--- src/rtl/cbt_pkg.sv ---
// Shared constants and controller/datapath interface types for the B-spline tessellator.
package cbt_pkg;

  // Coordinate width (Q16.8) and segment count width.
  localparam int CW = 24;
  localparam int NW = 6;
  localparam int MAX_SEGMENTS = 63;

  // Divider widths: dividend/quotient and divisor/remainder (6 * n^3 < 2^21).
  localparam int DVW = 48;
  localparam int RW = 3 * NW + 3;

  // Forward-difference slots: curve value and first to third differences.
  localparam logic [1:0] SLOT_S  = 2'd0;
  localparam logic [1:0] SLOT_D1 = 2'd1;
  localparam logic [1:0] SLOT_D2 = 2'd2;
  localparam logic [1:0] SLOT_D3 = 2'd3;

  // Configuration register indexes.
  localparam logic [2:0] REG_SEGMENTS = 3'd0;
  localparam logic [2:0] REG_CENTER_X = 3'd1;
  localparam logic [2:0] REG_CENTER_Y = 3'd2;
  localparam logic [2:0] REG_ZOOM     = 3'd3;
  localparam logic [2:0] REG_SCREEN_W = 3'd4;
  localparam logic [2:0] REG_SCREEN_H = 3'd5;

  typedef struct packed {
    logic       accept;
    logic       coef;
    logic       m1;
    logic       m2;
    logic       m3;
    logic       div_start;
    logic [1:0] div_sel;
    logic       vcalc;
    logic       vmul;
    logic       emit;
    logic       first;
    logic       last;
  } cmd_t;

  typedef struct packed {
    logic          div_done;
    logic          out_free;
    logic [NW-1:0] n;
  } sts_t;

endpackage

--- src/rtl/cbt_ctrl.sv ---
// Controller: sequences point intake, span setup, divisions and the vertex loop.
module cbt_ctrl (
  input  logic          clk_i,
  input  logic          rst_ni,
  input  logic          in_valid_i,
  input  logic          in_restart_i,
  output logic          in_ready_o,
  output cbt_pkg::cmd_t cmd_o,
  input  cbt_pkg::sts_t sts_i
);

  localparam int NW = cbt_pkg::NW;

  typedef enum logic [3:0] {
    ST_IDLE, ST_COEF, ST_M1, ST_M2, ST_M3, ST_DGO, ST_DWAIT, ST_VCALC, ST_VMUL, ST_VEMIT
  } state_e;

  state_e        state_q;
  logic [1:0]    seen_q;
  logic [1:0]    k_q;
  logic [NW-1:0] i_q;
  logic [1:0]    eff_seen;

  assign eff_seen = in_restart_i ? 2'd0 : seen_q;

  always_comb begin
    cmd_o         = '0;
    cmd_o.div_sel = k_q;
    cmd_o.first   = i_q == '0;
    cmd_o.last    = i_q == sts_i.n;
    case (state_q)
      ST_IDLE:  cmd_o.accept    = in_valid_i;
      ST_COEF:  cmd_o.coef      = 1'b1;
      ST_M1:    cmd_o.m1        = 1'b1;
      ST_M2:    cmd_o.m2        = 1'b1;
      ST_M3:    cmd_o.m3        = 1'b1;
      ST_DGO:   cmd_o.div_start = 1'b1;
      ST_VCALC: cmd_o.vcalc     = 1'b1;
      ST_VMUL:  cmd_o.vmul      = 1'b1;
      ST_VEMIT: cmd_o.emit      = sts_i.out_free;
      default:  cmd_o.accept    = 1'b0;
    endcase
  end

  always_ff @(posedge clk_i or negedge rst_ni) begin
    if (!rst_ni) begin
      state_q <= ST_IDLE;
      seen_q  <= 2'd0;
      k_q     <= 2'd0;
      i_q     <= '0;
    end else begin
      case (state_q)
        ST_IDLE: begin
          if (in_valid_i) begin
            if (eff_seen == 2'd3) begin
              seen_q  <= 2'd3;
              state_q <= ST_COEF;
            end else begin
              seen_q <= eff_seen + 2'd1;
            end
          end
        end
        ST_COEF: begin
          k_q     <= cbt_pkg::SLOT_S;
          state_q <= ST_M1;
        end
        ST_M1:  state_q <= ST_M2;
        ST_M2:  state_q <= ST_M3;
        ST_M3:  state_q <= ST_DGO;
        ST_DGO: state_q <= ST_DWAIT;
        ST_DWAIT: begin
          if (sts_i.div_done) begin
            if (k_q == cbt_pkg::SLOT_D3) begin
              i_q     <= '0;
              state_q <= ST_VCALC;
            end else begin
              k_q     <= k_q + 2'd1;
              state_q <= ST_DGO;
            end
          end
        end
        ST_VCALC: state_q <= ST_VMUL;
        ST_VMUL:  state_q <= ST_VEMIT;
        ST_VEMIT: begin
          if (sts_i.out_free) begin
            if (i_q == sts_i.n) begin
              state_q <= ST_IDLE;
            end else begin
              i_q     <= i_q + NW'(1);
              state_q <= ST_VCALC;
            end
          end
        end
        default: state_q <= ST_IDLE;
      endcase
    end
  end

  assign in_ready_o = state_q == ST_IDLE;

endmodule

--- config.mk ---
export PLATFORM = sky130hd
export DESIGN_NAME = cbt_ctrl
export DESIGN_NICKNAME = d
export VERILOG_FILES = /design/src/rtl/cbt_pkg.sv /design/src/rtl/cbt_ctrl.sv
export SDC_FILE = /design/constraint.sdc
export NUM_CORES = 1
export LEC_CHECK = 0
export BUFFER_PORTS_ARGS = -buffer_cell sky130_fd_sc_hd__buf_4
export CORE_MARGIN = 2
export CORE_UTILIZATION = 45
export CTS_CLUSTER_DIAMETER = 200
export DETAILED_ROUTE_END_ITERATION = 7
export GPL_TIMING_DRIVEN = 0
export PLACE_DENSITY = 0.74
export RECOVER_POWER = 100
export SLEW_MARGIN = 5
export SYNTH_ARGS = -nofsm -noshare
export SYNTH_HDL_FRONTEND = slang
export SYNTH_SLANG_ARGS = --single-unit
--- constraint.sdc ---
create_clock -name clk_i -period 2.56 [get_ports clk_i]
set_input_delay 0.384 -clock clk_i [delete_from_list [all_inputs] [get_ports clk_i]]
set_output_delay 0.384 -clock clk_i [all_outputs]
set_load 0.02 [all_outputs]
After elaboration in Yosys (flattened, before gate mapping)
Index checks and enable logic that the tools add are counted.
{"block": "word_totals", "register_bits": 14, "in_bits": 12, "out_inout_bits": 14, "wordCells": 60}
{"block": "op_classes", "addsub": 3, "eq_ne": 19, "mux": 26, "reduce_logical": 8}
{"operator": "4-bit one-hot mux with 10 select lines", "count": 1}
{"operator": "6-bit two-way mux", "count": 4}
{"operator": "4-bit by 3-bit == test with 1-bit output (second input constant)", "count": 4}
{"operator": "4-bit two-way mux", "count": 4}
{"operator": "2-bit inequality test (second input constant)", "count": 6}
{"operator": "6-bit one-hot mux with 2 select lines", "count": 1}
{"operator": "2-bit two-way mux", "count": 5}
{"operator": "1-bit two-way mux", "count": 9}
{"operator": "4-bit by 2-bit == test with 1-bit output (second input constant)", "count": 2}
{"operator": "4-bit == test (second input constant)", "count": 2}
{"operator": "6-bit by 1-bit adder with 6-bit output (second input constant)", "count": 1}
{"operator": "6-bit == test", "count": 1}
{"operator": "6-bit logical NOT", "count": 1}
{"operator": "5-bit AND reduction", "count": 1}
{"operator": "2-bit by 1-bit adder with 2-bit output (second input constant)", "count": 2}
{"operator": "2-bit == test (second input constant)", "count": 2}
{"operator": "4-bit by 1-bit == test with 1-bit output (second input constant)", "count": 1}
{"operator": "4-bit logical NOT", "count": 1}
{"operator": "2-bit one-hot mux with 2 select lines", "count": 1}
{"operator": "4-bit AND reduction", "count": 1}
{"operator": "2-bit nonzero test", "count": 2}
{"operator": "3-bit two-way mux", "count": 1}
{"operator": "3-bit AND reduction", "count": 1}
{"operator": "2-bit by 1-bit inequality test with 1-bit output (second input constant)", "count": 1}
{"operator": "2-bit AND reduction", "count": 1}

Depth between registers and ports, before layout
{"block": "depth", "ltp_word": 5, "depth_mapped": 7, "mapped_depth_nobuf": 6}

Least setup slack after synthesis
No wires, ideal clock.
{"block": "synth_path", "kind": "register to output", "from": "register state_q[1]", "to": "output cmd_o[12] (netlist name)", "arrival_time_ns": 1.490, "slack_ns": 0.686, "stages_incl_launch_ff": 5, "n_path_buf": 2, "cell_sequence": "dfrtp_1 buf_2 nor4_2 and2_1 buf_2"}
{"item": "from (decl)", "line_no": "cbt_ctrl.sv:18", "rtl": "state_e state_q;"}
{"item": "from (signal assigned)", "line_no": "cbt_ctrl.sv:47", "rtl": "state_q <= ST_IDLE;"}
{"item": "from (signal assigned)", "line_no": "cbt_ctrl.sv:57", "rtl": "state_q <= ST_COEF;"}
{"item": "from (signal assigned)", "line_no": "cbt_ctrl.sv:65", "rtl": "state_q <= ST_M1;"}
{"item": "to (decl)", "line_no": "cbt_ctrl.sv:8", "rtl": "output cbt_pkg::cmd_t cmd_o,"}

==> impl_results.md <==
- Worst path required time: 2.18 ns
- CP endpoint kind: output pin
- TNS Setup: 0 ns
- Die area: 2630 um^2
- Area Growth Syn to Fin: 19.3%
- CTS resizes: 0
- Synth area leaders: dfrtp_1 (35%), xnor2_1 (5.2%), ha_1 (3.7%), a21oi_1 (3.5%), mux2i_1 (3.0%)
- Flop pwr share: 33.0%
- Sequential fraction of the synthesis area: 34.9%
- DRT Pass-1 Iters: 4
- Slew Limit Fails: 0
- Yosys reg bits: 14
- Largest area contributor in the netlist: dfrtp_1
- Switching Fraction: 43.5%
- Cell count after synthesis: 112
- Total number of vias: 940
- Worst EP arrival: 1.83 ns
- DR vias/cell: 5.56
- ANT cells: 0
- Remaining DRCs: 0
- CP max FO: 10
- CTS tree: done
- Routability Congestion: 0.835
- Layout Skew: 0.00627 ns
- CORE AREA: 2170 um^2
- Reg2Reg Setup Slack: 0.73 ns
- Initial core utilization: 46.3%
- Maximum vdd ir drop: 0.533 mV
- Placed instance count: 165
- Combinational power share: 54.0%
- Final hold violation count: 0
- Final HPWL DP: 1730 um
- Internal power: 539 uW
- IO buf count: 25
- Max Clk Rate: 452 MHz
- Async SR Flop Fraction: 100%
- Clock power frac: 13.0%
- Leakage power: 0.560 nW
- Slew HR: 47.6%
- Clk sinks: 14
- Initial antenna violation count: 0
- Row cnt: 17
- Number of global-route vias before repair: 902
- Most used DFF post-synth: dfrtp_1
- Setup Crit Path Kind: reg2out
- Pin count of the biggest net entering global routing: 15
- Net count after synthesis: 127
- Synth cell count leaders: dfrtp_1 (14), nand2_1 (8), a21oi_1 (7)
- Max_cap viols: 0
- Count leader, synth: dfrtp_1
- Final min period: 2.21 ns
- Initial DRC Count: 8
- Synth warn: 0
- Die width: 51.3 um
- Unique cell type count in the Yosys netlist: 44
- Grt ovf: 0
- Unrepaired setup endpoints after global routing: no
- Final setup vio count: 0
- Layout net count: 158
- H-tree Lvls: 1
- Avg Cell Area, Syn: 8.97 um^2
- CTS buffer count: 3
- Worst slew pin tran: 0.787 ns
- Post-synth EDFFs: 0
- Root buf cell: clkbuf_4
- Final antenna-violating net count: 0
- Outcome: finished clean
- Fin cells: 169
- PD cells: 796 nW/um^2
- Nature of the critical path startpoint: flip-flop
- Clock insertion delay at the later pin of the skew report: 0.27 ns
- IO Pins: 26
- Drt wl/cell: 13.5 um
- First-pass GRT wire length: 4010 um
- Total Routing Usage GR: 19.8%
- Fin crit share: 86.4%
- Share of layout cells above drive strength 1: 17.7%
- CTS max path bufs: 2
- Post-Route WL: 2280 um
- Psw: 415 uW
- Min-delay worst type: in2reg
- Clock Pin Slew Worst Setup and Hold Paths: 0.09 ns
- Cell Area, Synth: 1000 um^2
- Die height: 51.3 um
- Area share of the largest cell type after synthesis: 34.9%
metal layers:
layer  GRT usage, %  part of all wire [%]
met4           6.58                  0.57
met5              0                     0
met2           34.8                    51
met1           24.4                    44
met3           3.22                   4.4
timing repair:
action | in CTS | in global routing
endpoints found under the hold margin | 14 | 0
setup buffers | 0 | 0
hold buffers | 1 | 0
per-stage QoR:
stage          power, mW  util (%)  setup slack, ns  hold slack, ns  area [um^2]
4_1_cts             1.01      58.1            0.486           0.291         1260
6_report           0.954      55.2            0.347           0.297         1200
3_5_place_dp       0.882      56.6            0.805           0.244         1230
5_1_grt             1.03      55.2            0.213           0.290         1200
3_3_place_gp       0.862      56.6            0.820           0.246         1230
2_1_floorplan      0.706         -            0.686          0.0884         1000
worst max-delay path, cell delays in order, from the launching register on:
cell and delay [ns]:
dfrtp_1 0.40, clkbuf_1 0.22, nor4_1 0.46, and2_0 0.18, buf_2 0.15, buf_4 0.15
worst paths after layout:
kind	to	startpoint	cells past startpoint
max	cmd_o[12]	state_q[1]	5
min	seen_q[1]	in_restart_i	2
max reg2reg	state_q[1]	i_q[1]	6
min reg2reg	k_q[0]	k_q[0]	1
max in group asynchronous	i_q[5]	rst_ni	2
min in group asynchronous	state_q[2]	rst_ni	2
layout by cell type (no fill, tap or decap), drive strengths merged, types with 3 or more instances in the layout:
| master | netlist | routed |
|---|---|---|
| a21oi | 7 | 7 |
| buf | 4 | 17 |
| clkbuf | 1 | 16 |
| dfrtp | 14 | 14 |
| ha | 3 | 3 |
| inv | 6 | 6 |
| mux2i | 3 | 3 |
| nand2 | 9 | 9 |
| nand2b | 4 | 4 |
| nand3 | 5 | 5 |
| nor2 | 5 | 5 |
| nor2b | 3 | 3 |
| nor3 | 3 | 3 |
| nor4 | 4 | 4 |
| o21ai | 6 | 6 |
| xnor2 | 6 | 6 |
power groups by stage:
stage | Combinational [mW] | Clock (mW) | Sequential [mW]
final | 0.515 | 0.124 | 0.315
after global routing | 0.572 | 0.138 | 0.324
after CTS | 0.566 | 0.127 | 0.315
after detailed placement | 0.563 | 0 | 0.320
after global placement | 0.545 | 0 | 0.317
after floorplan | 0.392 | 0 | 0.313
sequential cells by signal, summed over array words and instances (netlist names):
name,count
i_q,6
state_q,4
k_q,2
seen_q,2
cells by family (layout without fill, tap and decap cells):
family                     after synthesis  in the layout  synth area share (%)
and+or+nand+nor                         47             47                  29.0
AOI/OAI and AO/OA                       26             26                  17.7
DFF                                     14             14                  34.9
buffers and inverters                   12             41                  5.35
xor gates and xnor gates                 6              6                  5.23
muxes                                    4              4                  4.11
adders and majority gates                3              3                  3.74
cell type report:
type                            count  area (um^2)
Multi-Input combinational cell     86          579
Buffer                              5         23.8
Timing Repair Buffer               26          160
Tap cell                           28         35.0
Sequential cell                    14          350
Clock buffer                        3         22.5
Inverter                            7         27.5
Fill cell                         213          971
(Power assumes the default switching activity.)
